## src/hw/rtl/dcsc_pkg.sv

```systemverilog
`timescale 1ns / 1ps
`default_nettype none

package dcsc_pkg;

    localparam int unsigned MAX_FRAME_BYTES = 65536;
    localparam int unsigned FRAME_W         = 17;
    localparam int unsigned TICK_W          = 32;
    localparam int unsigned IN_DATA_W       = 128;
    localparam int unsigned OUT_DATA_W      = 112;
    localparam int unsigned CFG_ADDR_W      = 1;
    localparam int unsigned CFG_DATA_W      = 32;

    localparam logic [TICK_W-1:0] HALF_RANGE      = 32'h7FFF_FFFF;
    localparam logic [FRAME_W-1:0] FRAME_RESET    = 17'd4096;
    localparam logic [TICK_W-1:0] TIMEOUT_RESET   = 32'd1000000;
    localparam logic [FRAME_W-1:0] FRAME_MAX      = FRAME_W'(MAX_FRAME_BYTES);

    typedef enum logic [CFG_ADDR_W-1:0] {
        REG_FRAME_BYTES = 1'b0,
        REG_TICK_LIMIT  = 1'b1
    } cfg_reg_t;

    typedef enum logic [1:0] {
        MODE_IDLE      = 2'd0,
        MODE_CAPTURING = 2'd1,
        MODE_READY     = 2'd2,
        MODE_FAULT     = 2'd3
    } mode_t;

    typedef enum logic [3:0] {
        FAULT_OK        = 4'd0,
        FAULT_CONFIG    = 4'd1,
        FAULT_PREPARE   = 4'd2,
        FAULT_ARM       = 4'd3,
        FAULT_TRIGGER   = 4'd4,
        FAULT_DMA_ERROR = 4'd5,
        FAULT_OVERFLOW  = 4'd6,
        FAULT_LENGTH    = 4'd7,
        FAULT_TIMEOUT   = 4'd8,
        FAULT_FINISH    = 4'd9,
        FAULT_CANCELLED = 4'd10
    } fault_t;

    typedef enum logic [2:0] {
        CMD_START   = 3'd0,
        CMD_EVENT   = 3'd1,
        CMD_POLL    = 3'd2,
        CMD_CANCEL  = 3'd3,
        CMD_RELEASE = 3'd4
    } cmd_t;

    // packed from MSB down, so the last member lands in bit 0
    typedef struct packed {
        logic              frame_available;
        logic              dma_owns_buffer;
        logic              overflow_checked_out;
        logic [TICK_W-1:0] done_tick_out;
        logic [TICK_W-1:0] start_tick_out;
        logic [TICK_W-1:0] generation_out;
        logic [3:0]        fault_code;
        logic [1:0]        session_state;
        logic              accepted;
    } result_t;

    localparam int unsigned RESULT_W = $bits(result_t);

endpackage

`default_nettype wire

```

## src/hw/rtl/dma_capture_session_controller_core.sv

```systemverilog
`timescale 1ns / 1ps
`default_nettype none
// An accepted request updates the session and registers its result in a single pass.
// Throughput: one request per cycle while the skid entry is empty.
// A two-entry output stage (result register plus skid) keeps s_axis_tready high
// while one result is stalled.
// Reset (aresetn low, synchronous): session idle, fault ok, counters and ticks zero,
// frame_bytes 4096, tick limit 1000000, output stage empty.

module dma_capture_session_controller_core (
    input  wire logic                                    aclk,
    input  wire logic                                    aresetn,
    // config write port
    input  wire logic                                    cfg_we,
    input  wire logic [dcsc_pkg::CFG_ADDR_W-1:0]         cfg_addr,
    input  wire logic [dcsc_pkg::CFG_DATA_W-1:0]         cfg_wdata,
    // request channel
    input  wire logic                                    s_axis_tvalid,
    output logic                                         s_axis_tready,
    // now[31:0], prepare_ok[32], arm_ok[33], trigger_ok[34], finish_ok[35],
    // abort_ok[36], event_generation[68:37], event_flags[71:69],
    // event_tick[103:72], event_bytes[120:104], event_overflow_seen[121], zero pad
    input  wire logic [dcsc_pkg::IN_DATA_W-1:0]          s_axis_tdata,
    // command[2:0]
    input  wire logic [2:0]                              s_axis_tuser,
    // result channel
    output logic                                         m_axis_tvalid,
    input  wire logic                                    m_axis_tready,
    // accepted[0], session_state[2:1], fault_code[6:3], generation_out[38:7],
    // start_tick_out[70:39], done_tick_out[102:71], overflow_checked_out[103],
    // dma_owns_buffer[104], frame_available[105], zero pad
    output logic [dcsc_pkg::OUT_DATA_W-1:0]              m_axis_tdata
);

    // configuration
    logic [dcsc_pkg::FRAME_W-1:0] frame_bytes_reg;
    logic [dcsc_pkg::TICK_W-1:0]  tick_limit_reg;

    // session state
    dcsc_pkg::mode_t              mode_reg, mode_next;
    dcsc_pkg::fault_t             fault_reg, fault_next;
    logic [dcsc_pkg::TICK_W-1:0]  gen_reg, gen_next;
    logic [dcsc_pkg::TICK_W-1:0]  start_tick_reg, start_tick_next;
    logic [dcsc_pkg::TICK_W-1:0]  done_tick_reg, done_tick_next;
    logic                         ovf_checked_reg, ovf_checked_next;
    logic                         dma_owned_reg, dma_owned_next;
    logic                         accepted_next;

    // output stage
    logic                         out_valid_reg, skid_valid_reg;
    dcsc_pkg::result_t            out_data_reg, skid_data_reg;
    dcsc_pkg::result_t            result_next;

    // unpacked request
    logic [2:0]                   command;
    logic [dcsc_pkg::TICK_W-1:0]  now;
    logic                         prepare_ok, arm_ok, trigger_ok, finish_ok, abort_ok;
    logic [dcsc_pkg::TICK_W-1:0]  event_generation;
    logic [2:0]                   event_flags;
    logic [dcsc_pkg::TICK_W-1:0]  event_tick;
    logic [dcsc_pkg::FRAME_W-1:0] event_bytes;
    logic                         event_overflow_seen;

    logic                         in_fire, out_fire;
    logic                         cfg_ok;
    logic [dcsc_pkg::TICK_W-1:0]  since_start, event_age, report_lag;
    logic                         timed_out, event_late;

    assign command             = s_axis_tuser;
    assign now                 = s_axis_tdata[31:0];
    assign prepare_ok          = s_axis_tdata[32];
    assign arm_ok              = s_axis_tdata[33];
    assign trigger_ok          = s_axis_tdata[34];
    assign finish_ok           = s_axis_tdata[35];
    assign abort_ok            = s_axis_tdata[36];
    assign event_generation    = s_axis_tdata[68:37];
    assign event_flags         = s_axis_tdata[71:69];
    assign event_tick          = s_axis_tdata[103:72];
    assign event_bytes         = s_axis_tdata[120:104];
    assign event_overflow_seen = s_axis_tdata[121];

    assign s_axis_tready = !skid_valid_reg;
    assign in_fire       = s_axis_tvalid && s_axis_tready;
    assign m_axis_tvalid = out_valid_reg;
    assign out_fire      = out_valid_reg && m_axis_tready;
    assign m_axis_tdata  = {{(dcsc_pkg::OUT_DATA_W - dcsc_pkg::RESULT_W){1'b0}}, out_data_reg};

    assign cfg_ok = (frame_bytes_reg != '0) && (frame_bytes_reg <= dcsc_pkg::FRAME_MAX)
                 && (frame_bytes_reg[1:0] == 2'b00)
                 && (tick_limit_reg != '0)
                 && (tick_limit_reg <= dcsc_pkg::HALF_RANGE);

    // wrap-safe tick differences
    assign since_start = now - start_tick_reg;
    assign event_age   = event_tick - start_tick_reg;
    assign report_lag  = now - event_tick;
    assign timed_out   = since_start >= tick_limit_reg;
    assign event_late  = timed_out || (event_age >= tick_limit_reg)
                      || (report_lag > dcsc_pkg::HALF_RANGE);

    always_comb begin
        mode_next        = mode_reg;
        fault_next       = fault_reg;
        gen_next         = gen_reg;
        start_tick_next  = start_tick_reg;
        done_tick_next   = done_tick_reg;
        ovf_checked_next = ovf_checked_reg;
        dma_owned_next   = dma_owned_reg;
        accepted_next    = 1'b0;

        case (command)
            dcsc_pkg::CMD_START: begin
                if (mode_reg == dcsc_pkg::MODE_IDLE) begin
                    if (!cfg_ok) begin
                        mode_next  = dcsc_pkg::MODE_FAULT;
                        fault_next = dcsc_pkg::FAULT_CONFIG;
                        if (abort_ok) begin
                            dma_owned_next = 1'b0;
                        end
                    end else begin
                        start_tick_next  = now;
                        ovf_checked_next = 1'b0;
                        gen_next         = gen_reg + 1'b1;
                        if (!prepare_ok) begin
                            mode_next  = dcsc_pkg::MODE_FAULT;
                            fault_next = dcsc_pkg::FAULT_PREPARE;
                            if (abort_ok) begin
                                dma_owned_next = 1'b0;
                            end
                        end else if (!arm_ok || !trigger_ok) begin
                            // DMA was handed the buffer, so the abort outcome decides
                            mode_next      = dcsc_pkg::MODE_FAULT;
                            fault_next     = !arm_ok ? dcsc_pkg::FAULT_ARM
                                                     : dcsc_pkg::FAULT_TRIGGER;
                            dma_owned_next = !abort_ok;
                        end else begin
                            mode_next      = dcsc_pkg::MODE_CAPTURING;
                            dma_owned_next = 1'b1;
                            accepted_next  = 1'b1;
                        end
                    end
                end
            end
            dcsc_pkg::CMD_EVENT: begin
                if (mode_reg == dcsc_pkg::MODE_CAPTURING && event_generation == gen_reg
                    && event_flags != 3'b000) begin
                    if (event_flags[0] || event_flags[1] || event_late
                        || event_bytes != frame_bytes_reg || !finish_ok) begin
                        mode_next = dcsc_pkg::MODE_FAULT;
                        if (abort_ok) begin
                            dma_owned_next = 1'b0;
                        end
                        if (event_flags[0]) begin
                            fault_next = dcsc_pkg::FAULT_DMA_ERROR;
                        end else if (event_flags[1]) begin
                            fault_next = dcsc_pkg::FAULT_OVERFLOW;
                        end else if (event_late) begin
                            fault_next = dcsc_pkg::FAULT_TIMEOUT;
                        end else if (event_bytes != frame_bytes_reg) begin
                            fault_next = dcsc_pkg::FAULT_LENGTH;
                        end else begin
                            fault_next = dcsc_pkg::FAULT_FINISH;
                        end
                    end else begin
                        dma_owned_next   = 1'b0;
                        done_tick_next   = event_tick;
                        ovf_checked_next = event_overflow_seen;
                        mode_next        = dcsc_pkg::MODE_READY;
                    end
                end
            end
            dcsc_pkg::CMD_POLL: begin
                if (mode_reg == dcsc_pkg::MODE_CAPTURING && timed_out) begin
                    mode_next  = dcsc_pkg::MODE_FAULT;
                    fault_next = dcsc_pkg::FAULT_TIMEOUT;
                    if (abort_ok) begin
                        dma_owned_next = 1'b0;
                    end
                end
            end
            dcsc_pkg::CMD_CANCEL: begin
                if (mode_reg == dcsc_pkg::MODE_CAPTURING) begin
                    mode_next  = dcsc_pkg::MODE_FAULT;
                    fault_next = dcsc_pkg::FAULT_CANCELLED;
                    if (abort_ok) begin
                        dma_owned_next = 1'b0;
                    end
                end
            end
            dcsc_pkg::CMD_RELEASE: begin
                if (mode_reg == dcsc_pkg::MODE_READY && !dma_owned_reg) begin
                    mode_next     = dcsc_pkg::MODE_IDLE;
                    accepted_next = 1'b1;
                end
            end
            default: begin
                // undefined command codes leave the session untouched
            end
        endcase
    end

    always_comb begin
        result_next.accepted             = accepted_next;
        result_next.session_state        = mode_next;
        result_next.fault_code           = fault_next;
        result_next.generation_out       = gen_next;
        result_next.start_tick_out       = start_tick_next;
        result_next.done_tick_out        = done_tick_next;
        result_next.overflow_checked_out = ovf_checked_next;
        result_next.dma_owns_buffer      = dma_owned_next;
        result_next.frame_available      = (mode_next == dcsc_pkg::MODE_READY)
                                        && !dma_owned_next;
    end

    always_ff @(posedge aclk) begin
        if (!aresetn) begin
            frame_bytes_reg <= dcsc_pkg::FRAME_RESET;
            tick_limit_reg  <= dcsc_pkg::TIMEOUT_RESET;
        end else if (cfg_we) begin
            case (cfg_addr)
                dcsc_pkg::REG_FRAME_BYTES: frame_bytes_reg <= cfg_wdata[dcsc_pkg::FRAME_W-1:0];
                dcsc_pkg::REG_TICK_LIMIT:  tick_limit_reg  <= cfg_wdata;
                default: begin
                end
            endcase
        end
    end

    always_ff @(posedge aclk) begin
        if (!aresetn) begin
            mode_reg        <= dcsc_pkg::MODE_IDLE;
            fault_reg       <= dcsc_pkg::FAULT_OK;
            gen_reg         <= '0;
            start_tick_reg  <= '0;
            done_tick_reg   <= '0;
            ovf_checked_reg <= 1'b0;
            dma_owned_reg   <= 1'b0;
        end else if (in_fire) begin
            mode_reg        <= mode_next;
            fault_reg       <= fault_next;
            gen_reg         <= gen_next;
            start_tick_reg  <= start_tick_next;
            done_tick_reg   <= done_tick_next;
            ovf_checked_reg <= ovf_checked_next;
            dma_owned_reg   <= dma_owned_next;
        end
    end

    // result register plus skid entry
    always_ff @(posedge aclk) begin
        if (!aresetn) begin
            out_valid_reg  <= 1'b0;
            skid_valid_reg <= 1'b0;
        end else if (out_fire) begin
            if (skid_valid_reg) begin
                skid_valid_reg <= 1'b0;
            end else begin
                out_valid_reg <= in_fire;
            end
        end else if (in_fire) begin
            if (out_valid_reg) begin
                skid_valid_reg <= 1'b1;
            end else begin
                out_valid_reg <= 1'b1;
            end
        end
    end

    always_ff @(posedge aclk) begin
        if (out_fire) begin
            if (skid_valid_reg) begin
                out_data_reg <= skid_data_reg;
            end else if (in_fire) begin
                out_data_reg <= result_next;
            end
        end else if (in_fire) begin
            if (out_valid_reg) begin
                skid_data_reg <= result_next;
            end else begin
                out_data_reg <= result_next;
            end
        end
    end

endmodule

`default_nettype wire

```

## config.mk

```make
export PLATFORM = sky130hd
export DESIGN_NAME = dma_capture_session_controller_core
export DESIGN_NICKNAME = d
export VERILOG_FILES = /design/src/hw/rtl/dcsc_pkg.sv /design/src/hw/rtl/dma_capture_session_controller_core.sv
export SDC_FILE = /design/constraint.sdc
export NUM_CORES = 1
export LEC_CHECK = 0
export ABC_AREA = 1
export BUFFER_PORTS_ARGS = -buffer_cell sky130_fd_sc_hd__buf_2
export CORE_ASPECT_RATIO = 0.7
export CORE_UTILIZATION = 59
export CTS_CLUSTER_DIAMETER = 100
export DETAILED_ROUTE_END_ITERATION = 12
export PLACE_DENSITY = 0.77
export SYNTH_ARGS = -nofsm -noshare
export SYNTH_HDL_FRONTEND = slang
export SYNTH_SLANG_ARGS = --single-unit
```

## constraint.sdc

```tcl
create_clock -name aclk -period 6.6 [get_ports aclk]
set_clock_uncertainty 0.05 [all_clocks]
set_input_delay 0.33 -clock aclk [delete_from_list [all_inputs] [get_ports aclk]]
set_output_delay 0.33 -clock aclk [all_outputs]
set_load 0.01 [all_outputs]
```

==> impl_metrics.env, run 1 <==
export IMPL_finalNonFillerCells=3524
export IMPL_nNetsFinal=3330
export IMPL_worstSetupPathType="reg2reg"
export IMPL_synth_area_um2=22400
export IMPL_numCtsBuffers=37
export IMPL_crit_top_cell="nand2_1"
export IMPL_clock_path_buffers=3
export IMPL_place_ws_ps=443
export IMPL_grt_pass1_vias=18600
export IMPL_min_delay_path_class="in2reg"
export IMPL_fill_cells=3111
export IMPL_postSynthAreaPerCell_um2=8.15
export IMPL_rsz0062_at_grt="no"
export IMPL_ys_ff_latch=367
export IMPL_status="finished clean"
export IMPL_routed_via_density=5.74
export IMPL_area_delta_synth_final_pct=13.5
export IMPL_combPwrFrac_pct=25.2
export IMPL_dpl_instance_area_um2=24100
export IMPL_ios=283
export IMPL_switching_share_pct=32.3
export IMPL_antenna_found_initial=5
export IMPL_ys_warnings_count=0
export IMPL_io_buffers=270
export IMPL_synthArstFlopShare_pct=0
export IMPL_postSynthCellCount=2747
export IMPL_final_area_um2=25400
export IMPL_wire_per_inst_um=19.4
export IMPL_worst_hold_slack_ps=8.94
export IMPL_ys_seq_area_share_pct=42.3
export IMPL_htree_levels=2
export IMPL_fmax_mhz=165
export IMPL_ys_types=56
export IMPL_worst_ir_drop_vdd_mv=0.237
export IMPL_initial_core_util_pct=60.0
export IMPL_clk_pin_slew_ps=60
export IMPL_layout_common_cells="nand2_1 (476), inv_1 (418), buf_2 (270)"
export IMPL_cts_tree="yes"
export IMPL_grt_remaining_overflow=0
export IMPL_grt_pass1_wl_mm=104
export IMPL_slew_headroom_pct=16.9
export IMPL_cp_top_family="compound AO/OA/AOI/OAI gates"
export IMPL_path_buf_inv=4
export IMPL_crit_arrival_ps=6310
export IMPL_fin_crit_sh_pct=91.7
export IMPL_antenna_left=0
export IMPL_clock_latency_ps=560
export IMPL_power_share_sequential_pct=42.3
export IMPL_cp_required_ps=6860
export IMPL_drive_gt1_share_pct=14.7
export IMPL_place_congestion=0.974
export IMPL_p_sw_mw=2.06
export IMPL_fp_row_count=59
export IMPL_period_minus_slack_ps=6050
export IMPL_max_slew_worst_pin_slew_ps=1250
export IMPL_die_height_um=165
export IMPL_die_area_um2=38700
export IMPL_dp_cells=3436
export IMPL_p_int_mw=4.32
export IMPL_slew_viol_final=0
export IMPL_grt_max_degree=80
export IMPL_drcViolationCount=0
export IMPL_setup_ws_ps=549
export IMPL_synth_edf_count=212
export IMPL_via_count=20200
export IMPL_tns_ps=0
export IMPL_die_w_um=235
export IMPL_root_buffer="clkbuf_16"
export IMPL_totalWireLength_mm=68.3
export IMPL_hold_viol=0
export IMPL_cp_max_fo=4
export IMPL_final_common_cell="nand2_1"
export IMPL_leakagePower_nw=12.1
export IMPL_critPathSlowestCell="o21ai_0"
export IMPL_coreArea_um2=37300
export IMPL_clock_sinks=367
export IMPL_setup_viol_count_final=0
export IMPL_p_clk_share_pct=32.5
export IMPL_critPathCaptureType="flip-flop"
export IMPL_drtPass1Iterations=7
export IMPL_critPathMaxStageDelay_ps=410
export IMPL_powerDensity_nw_per_um2=251
export IMPL_maxCapViolations=0
export IMPL_detailed_place_hpwl_mm=51.2
export IMPL_synth_flop_cell="edfxtp_1"
export IMPL_start_kind="flip-flop"
export IMPL_drt_iter0_drc=2205
export IMPL_grt_use_total_pct=34.8
-- area by class of cell --
type	count	area, um^2	share of cell area, %
sequential	367	9470	37.3
inverter	424	1590	6.27
multi-input combinational	1871	10900	43.0
clock buffer	52	1030	4.07
timing repair buffer	300	1640	6.44
clock inverter	15	123	0.483
tap	488	611	2.40
antenna	7	17.5	0.0689
-- power groups by stage --
stage / Clock, mW / Combinational [mW] / Sequential [mW]
5_1_grt: 2.18 / 1.79 / 2.71
4_1_cts: 2.09 / 1.57 / 2.69
2_1_floorplan: 0 / 1.03 / 2.76
3_3_place_gp: 0 / 1.50 / 2.74
3_5_place_dp: 0 / 1.56 / 2.74
6_report: 2.07 / 1.60 / 2.70
-- tightest hold or removal path, cell delays in order --
cell and delay (ps):
buf_2 100, nand2_1 60, o211ai_1 80
-- path summary, 6_finish.rpt --
kind / slack (ps) / cells after the start / startpoint / end
max: 550 / 30 / start_tick_reg[0]$_SDFFE_PN0P_ / m_axis_tdata[103]$_DFFE_PP_
min: 9 / 3 / cfg_wdata[14] / tick_limit_reg[14]$_SDFFE_PN1P_
max reg2reg: 550 / 30 / start_tick_reg[0]$_SDFFE_PN0P_ / m_axis_tdata[103]$_DFFE_PP_
min reg2reg: 440 / 2 / frame_bytes_reg[4]$_SDFFE_PN0P_ / frame_bytes_reg[4]$_SDFFE_PN0P_
-- Yosys cell counts, types with 3 or more instances --
cell type	n	share of area, %
nor2_4	8	0.40
nand2_4	3	0.15
nor3_4	4	0.29
a21oi_1	267	6.0
o21a_1	14	0.47
buf_6	11	0.55
o211ai_1	13	0.44
o21ai_2	32	1.3
nor3_1	33	0.74
inv_2	5	0.084
xnor2_1	31	1.2
a221oi_1	5	0.20
nor2_1	243	4.1
inv_1	419	7.0
dfxtp_1	155	14
a21boi_0	4	0.13
nand4_1	43	1.2
o21bai_1	3	0.10
nor2_2	7	0.20
a21o_1	5	0.17
o21ai_0	205	4.6
o21ai_1	54	1.2
buf_1	6	0.10
or2_2	25	0.70
mux2i_1	35	1.6
xor2_1	76	3.0
nand3_1	60	1.3
ha_1	158	8.8
nor4_1	21	0.59
a31oi_1	6	0.17
nand2_2	4	0.11
clkbuf_1	64	1.1
nand2_1	477	8.0
edfxtp_1	212	28
xor2_2	3	0.22
buf_4	7	0.23
-- per-stage QoR --
stage                     utilization, %  total power, mW
final                               68.2             6.37
after global routing                68.1             6.68
after CTS                           68.1             6.36
after detailed placement            64.6             4.30
after global placement              64.6             4.24
after floorplan                        -             3.79
-- timing repair --
| action | 4_1_cts | 5_1_grt |
|---|---|---|
| resized for setup | 0 | 1 |
| hold buffers | 14 | 0 |
| setup buffers | 0 | 0 |
| hold endpoints to repair | 16 | 0 |
| endpoints found under the setup margin | 0 | 3 |
-- metal layers --
layer  wire [um]  up-vias  GRT usage (%)
met5           0        -              0
met4        1800        0           10.7
met3        6550      120           5.65
met2       28900     1029           52.4
met1       31100     9442           51.2
li1            -     9647              -
-- kinds of logic (layout without fill, tap and decap cells) --
kind of cell / count (synthesis) / after routing / share of synthesized area (%)
DFF: 367 / 367 / 42.3
xor gates and xnor gates: 111 / 111 / 4.48
muxes: 35 / 35 / 1.57
adders and majority gates: 160 / 160 / 9.01
other: 1 / 13 / 0.0168
buffers and inverters: 514 / 791 / 9.12
AOI/OAI and AO/OA: 619 / 619 / 15.1
and+or+nand+nor: 940 / 940 / 18.4
(Power assumes the default switching activity.)
==> run 2, diff against run 1 <==
ABC_AREA = default   (was 1)
==> run 2 against run 1 <==
  * Clock-buffer cell count decreased by 5
  * Clock power about the same
  * Sequential power shrank 4%
  * Global-route usage fell by 1.2 points
  * Synthesized cell count down 16%
  * Final cell count shrank 13%
  * Non-clock buffer count up 22
  * Flip-flop and latch count unchanged
  * Critical endpoint is now m_axis_tdata[100]$_DFFE_PP_
==> impl_metrics.env, run 2 <==
export IMPL_antenna_found_initial=3
export IMPL_min_delay_path_class="in2reg"
export IMPL_postSynthCellCount=2299
export IMPL_fill_cells=2802
export IMPL_powerDensity_nw_per_um2=238
export IMPL_numCtsBuffers=36
export IMPL_htree_levels=2
export IMPL_totalWireLength_mm=64.4
export IMPL_synthArstFlopShare_pct=0
export IMPL_crit_chain="ha_1 -> inv_1 -> fa_1 -> a211oi_1 -> o21bai_1 -> a31oi_2 -> o311ai_0 -> buf_4 -> a31oi_1 -> o211a_1 -> o21ai_0 -> xor2_1 -> ha_1 -> a21oi_1 -> nand2_1 -> a21oi_1 -> o211ai_1 -> or3_4 -> a2111oi_4 -> buf_12 -> mux2_2 -> mux2_2"
export IMPL_area_delta_synth_final_pct=14.7
export IMPL_synth_mux_area_share_pct=6.36
export IMPL_routed_wl_met2_mm=27.2
export IMPL_grt_pass1_wl_mm=98.1
export IMPL_synth_area_leaders="edfxtp_1 (29%), dfxtp_1 (14%), ha_1 (9.0%)"
export IMPL_synth_flop_cell="edfxtp_1"
export IMPL_die_area_um2=38000
export IMPL_drive_gt1_share_pct=17.7
export IMPL_cp_top_family="compound AO/OA/AOI/OAI gates"
export IMPL_cts_tree="yes"
export IMPL_rsz0062_at_grt="no"
export IMPL_slew_viol_final=0
export IMPL_die_w_um=233
export IMPL_max_slew_worst_pin_slew_ps=1240
export IMPL_synth_xor_area_share_pct=6.14
export IMPL_worst_ir_drop_vdd_mv=0.222
export IMPL_synth_compound_area_share_pct=13.3
export IMPL_clock_latency_ps=540
export IMPL_synth_edf_count=212
export IMPL_grt_use_total_pct=33.6
export IMPL_fp_row_count=58
export IMPL_tns_ps=0
export IMPL_drcViolationCount=0
export IMPL_maxCapViolations=0
export IMPL_clock_path_buffers=3
export IMPL_layout_common_cells="buf_2 (269), nand2_1 (242), edfxtp_1 (212)"
export IMPL_die_height_um=163
export IMPL_top_layer_used="met5"
export IMPL_final_common_cell="buf_2"
export IMPL_period_minus_slack_ps=6240
export IMPL_ios=283
export IMPL_grt_pass1_vias=17300
export IMPL_detailed_place_hpwl_mm=47.6
export IMPL_clk_pin_slew_ps=60
export IMPL_synthAdderAreaFrac_pct=9.18
export IMPL_clock_sinks=367
export IMPL_cp_required_ps=6830
export IMPL_critPathMaxStageDelay_ps=550
export IMPL_wire_per_inst_um=21.0
export IMPL_synth_top_cell_by_area="edfxtp_1"
export IMPL_hold_viol=0
export IMPL_yosys_area_top_type_share_pct=29.0
export IMPL_met1_length_mm=30.0
export IMPL_path_buf_inv=3
export IMPL_postSynthAreaPerCell_um2=9.56
export IMPL_crit_arrival_ps=6470
export IMPL_status="finished clean"
export IMPL_critPathSlowestCell="a2111oi_4"
export IMPL_antenna_left=0
export IMPL_synth_area_um2=22000
export IMPL_synth_most_common_cell="nand2_1"
export IMPL_synth_top_family_by_area="simple AND/OR/NAND/NOR gates"
export IMPL_slew_headroom_pct=17.1
export IMPL_met3WireLength_mm=5.63
export IMPL_root_buffer="clkbuf_16"
export IMPL_initial_core_util_pct=60.6
export IMPL_grt_remaining_overflow=0
export IMPL_ys_warnings_count=0
export IMPL_ys_ff_latch=367
export IMPL_fmax_mhz=160
export IMPL_synth_simple_area_share_pct=17.2
export IMPL_grt_max_degree=106
export IMPL_critPathCaptureType="flip-flop"
export IMPL_io_buffers=270
export IMPL_ys_seq_area_share_pct=43.1
export IMPL_coreArea_um2=36300
export IMPL_setup_viol_count_final=0
export IMPL_worstSetupPathType="reg2reg"
export IMPL_ys_types=74
export IMPL_start_kind="flip-flop"
export IMPL_drt_iter0_drc=1646
export IMPL_synth_common_cells="nand2_1 (242), edfxtp_1 (212), nor2_1 (209), ha_1 (158), inv_1 (157)"
export IMPL_nNetsFinal=2889
export IMPL_final_core_util_pct=69.5
export IMPL_place_congestion=0.951
export IMPL_cp_max_fo=18
export IMPL_drtPass1Iterations=5
export IMPL_routed_via_density=5.98
export IMPL_leakagePower_nw=11.2
export IMPL_via_count=18400
export IMPL_fin_crit_sh_pct=94.5
run 2: cells by family after synthesis:
| family | after synthesis |
|---|---|
| buf+inv | 261 |
| other cells | 1 |
| simple gates | 793 |
| compound gates | 444 |
| xor+xnor | 154 |
| fa+ha+maj | 160 |
| flops | 367 |
| mux | 119 |
run 2: area by class of cell:
type                            instances  area [um^2]  share of cell area (%)
Clock inverter                         18          213                   0.844
Sequential cell                       367         9470                    37.6
Inverter                              157          589                    2.34
Antenna cell                            2         5.00                  0.0198
Timing Repair Buffer                  322         1840                    7.31
Multi-Input combinational cell       1676        11500                    45.7
Tap cell                              480          601                    2.38
Clock buffer                           47          962                    3.82
run 2: what timing repair did:
item / in CTS / in global routing
setup endpoints to repair: 0 / 33
setup buffers: 0 / 0
gates resized for setup: 0 / 3
hold buffers: 20 / 0
hold endpoints to repair: 23 / 0
run 2: worst paths after layout:
check | startpoint | end | slack [ps] | cells after the start
max | start_tick_reg[0]$_SDFFE_PN0P_ | m_axis_tdata[100]$_DFFE_PP_ | 360 | 22
min | cfg_wdata[17] | tick_limit_reg[17]$_SDFFE_PN1P_ | 5 | 3
max reg2reg | start_tick_reg[0]$_SDFFE_PN0P_ | m_axis_tdata[100]$_DFFE_PP_ | 360 | 22
min reg2reg | tick_limit_reg[26]$_SDFFE_PN0P_ | tick_limit_reg[26]$_SDFFE_PN0P_ | 440 | 2
run 2: per-layer routing:
layer,vias up,track usage [%]
met5,-,0
met4,2,8.76
met3,84,6.16
met2,760,49.7
met1,8865,50.1
li1,8649,-
run 2: metrics by stage:
step | hold WS (ps) | power, mW | instance area [um^2] | setup WS (ps) | std cells
after floorplan | 404 | 3.47 | 22000 | 916 | 2304
after global placement | 423 | 3.87 | 23800 | 304 | 2982
after detailed placement | 431 | 3.90 | 23800 | 204 | 2982
after CTS | 0.861 | 5.99 | 25200 | 299 | 3067
after global routing | 8.89 | 6.24 | 25200 | 73.9 | 3068
final | 5.05 | 6.00 | 25200 | 364 | 3069
run 2: worst register-to-register path, cell delays in order (launching register included):
cell	delay, ps
dfxtp_1	390
ha_1	190
inv_1	60
fa_1	420
a211oi_1	320
o21bai_1	180
a31oi_2	320
o311ai_0	190
buf_4	200
a31oi_1	220
o211a_1	280
o21ai_0	130
xor2_1	160
ha_1	320
a21oi_1	200
nand2_1	80
a21oi_1	190
o211ai_1	200
or3_4	460
a2111oi_4	550
buf_12	270
mux2_2	380
mux2_2	260
run 2: where the power goes:
part,switching (mW),internal [mW]
sequential,0.0509,2.53
clock,0.902,1.20
combinational,0.794,0.522
==> run 3, diff against run 2 <==
PLACE_DENSITY = 0.91   (was 0.77)
==> run 3 against run 2 <==
  * Sequential power about the same
  * Die area is the same
  * Clock-buffer cell count rose by 3
  * Routed wire length down 0.44%
  * Clock power rose by 6%
  * Final cell count grew 0.55%
  * Sequential share of layout area shrank 0.24 points
  * Register-to-register slack improved by 30 ps
  * Fmax is 0.47% higher
  * Global-route usage decreased by 0.26 points
  * Utilization increased by 0.44 points
  * Largest cell class unchanged
  * Largest power group unchanged
  * Highest routed layer unchanged
==> impl_metrics.env, run 3 (synthesis gave the netlist of run 2 again) <==
export IMPL_die_w_um=233
export IMPL_hold_viol=0
export IMPL_period_minus_slack_ps=6210
export IMPL_fp_row_count=58
export IMPL_initial_core_util_pct=60.6
export IMPL_dp_cells=2981
export IMPL_dpl_instance_area_um2=23800
export IMPL_fill_cells=2698
export IMPL_grt_max_degree=118
export IMPL_cp_top_family="compound AO/OA/AOI/OAI gates"
export IMPL_totalWireLength_mm=64.1
export IMPL_nNetsFinal=2897
export IMPL_clock_latency_ps=560
export IMPL_worstSetupPathType="reg2reg"
export IMPL_grt_use_total_pct=33.3
export IMPL_setup_viol_count_final=0
export IMPL_leakagePower_nw=11.3
export IMPL_tns_ps=0
export IMPL_htree_levels=2
export IMPL_crit_top_cell="ha_1"
export IMPL_fmax_mhz=161
export IMPL_grt_remaining_overflow=0
export IMPL_drtPass1Iterations=7
export IMPL_cp_max_fo=13
export IMPL_root_buffer="clkbuf_16"
export IMPL_clock_path_buffers=3
export IMPL_clk_pin_slew_ps=60
export IMPL_drive_gt1_share_pct=17.9
export IMPL_detailed_place_hpwl_mm=46.7
export IMPL_clock_sinks=367
export IMPL_critPathCaptureType="flip-flop"
export IMPL_crit_chain="ha_1 -> inv_1 -> fa_1 -> a211oi_1 -> o21bai_1 -> a31oi_1 -> o311ai_0 -> and3_1 -> or2_2 -> a21oi_1 -> xnor2_1 -> ha_1 -> nand2_1 -> o21ai_0 -> a22oi_1 -> o211ai_1 -> or3_4 -> a2111oi_4 -> buf_4 -> buf_12 -> mux2_4 -> mux2_2"
export IMPL_powerDensity_nw_per_um2=241
export IMPL_ios=283
export IMPL_final_common_cell="buf_2"
export IMPL_io_buffers=270
export IMPL_finalNonFillerCells=3086
export IMPL_start_kind="flip-flop"
export IMPL_coreArea_um2=36300
export IMPL_place_congestion=0.989
export IMPL_maxCapViolations=0
export IMPL_path_buf_inv=3
export IMPL_die_area_um2=38000
export IMPL_critPathMaxStageDelay_ps=440
export IMPL_cp_required_ps=6840
export IMPL_worst_ir_drop_vdd_mv=0.200
export IMPL_antenna_found_initial=11
export IMPL_final_area_um2=25400
export IMPL_fin_crit_sh_pct=94.0
export IMPL_worstRegToRegCells=22
export IMPL_drcViolationCount=0
export IMPL_grt_pass1_vias=17900
export IMPL_grt_pass1_wl_mm=98.3
export IMPL_critPathSlowestCell="or3_4"
export IMPL_crit_arrival_ps=6450
export IMPL_routed_via_density=6.08
export IMPL_cts_tree="yes"
export IMPL_numCtsBuffers=37
export IMPL_area_delta_synth_final_pct=15.5
export IMPL_slew_viol_final=0
export IMPL_status="finished clean"
export IMPL_die_height_um=163
export IMPL_hold_path_depth=3
export IMPL_rsz0062_at_grt="no"
export IMPL_drt_iter0_drc=1837
export IMPL_layout_common_cells="buf_2 (269), nand2_1 (242), edfxtp_1 (212)"
export IMPL_antenna_left=0
export IMPL_wire_per_inst_um=20.8
export IMPL_via_count=18700
export IMPL_slew_headroom_pct=19.9
export IMPL_min_delay_path_class="in2reg"
export IMPL_cp_num_cells=22
export IMPL_max_slew_worst_pin_slew_ps=1200
-- run 3: cell types whose count changed in the layout (fill, tap and decap cells not counted), sizes merged --
cell	before	now
clkbuf	47	50
diode	2	10
clkinv	11	6
inv	159	163
dlygate4sd3	20	27
-- run 3: power by group --
| part | switching (mW) | internal, mW | leakage, nW | total, mW |
|---|---|---|---|---|
| Clock | 0.947 | 1.27 | 0.614 | 2.22 |
| Combinational | 0.797 | 0.523 | 7.31 | 1.32 |
| Sequential | 0.0523 | 2.53 | 3.34 | 2.58 |
-- run 3: what timing repair did --
action / 4_1_cts / 5_1_grt
setup buffers: 0 / 1
setup endpoints to repair: 0 / 34
endpoints found under the hold margin: 34 / 0
gates resized for setup: 0 / 1
hold buffers: 27 / 0
-- run 3: worst reg2reg max path: cells and delay by family, from the launching register on --
family                   cells  cell delay, ps
AO/OA/AOI/OAI                9            2320
XOR/XNOR                     1             140
adder cells (fa/ha/maj)      3             900
buffers and inverters        3             450
flip-flops                   1             390
multiplexers                 2             630
AND/OR/NAND/NOR              4            1080
-- run 3: worst paths after layout --
path                                                      start                               to  slack [ps]
worst min register to register  tick_limit_reg[24]$_SDFFE_PN0P_  tick_limit_reg[24]$_SDFFE_PN0P_         440
worst max register to register   start_tick_reg[0]$_SDFFE_PN0P_       m_axis_tdata[74]$_DFFE_PP_         390
worst min-delay path                               cfg_wdata[3]   tick_limit_reg[3]$_SDFFE_PN0P_          20
worst max-delay path             start_tick_reg[0]$_SDFFE_PN0P_       m_axis_tdata[74]$_DFFE_PP_         390
-- run 3: area by class of cell --
cell class,count,area (um^2),area share (%)
multi-input cells,1676,11500,45.4
diodes,10,25.0,0.0986
well taps,480,601,2.37
flip-flops and latches,367,9470,37.3
inverters,157,589,2.32
clock buffers,50,1030,4.05
repair buffers,329,1910,7.54
clock inverters,17,224,0.883
-- run 3: per-layer routing --
layer | routed length [um] | track usage (%) | up-vias
li1 | - | - | 8700
met1 | 26300 | 45.9 | 8872
met2 | 28600 | 52.0 | 1031
met3 | 7230 | 7.16 | 141
met4 | 1950 | 11.5 | 4
met5 | 27 | 0 | -
-- run 3: metrics by stage --
| step | util, % | worst slack [ps] | total power [mW] | hold WS [ps] |
|---|---|---|---|---|
| floorplan | - | 916 | 3.47 | 404 |
| global placement | 65.6 | 398 | 3.84 | 424 |
| detailed placement | 65.6 | 273 | 3.90 | 432 |
| CTS | 69.8 | 362 | 6.11 | 0.747 |
| global route | 69.9 | 12.9 | 6.37 | 9.62 |
| finish | 69.9 | 393 | 6.12 | 20.5 |
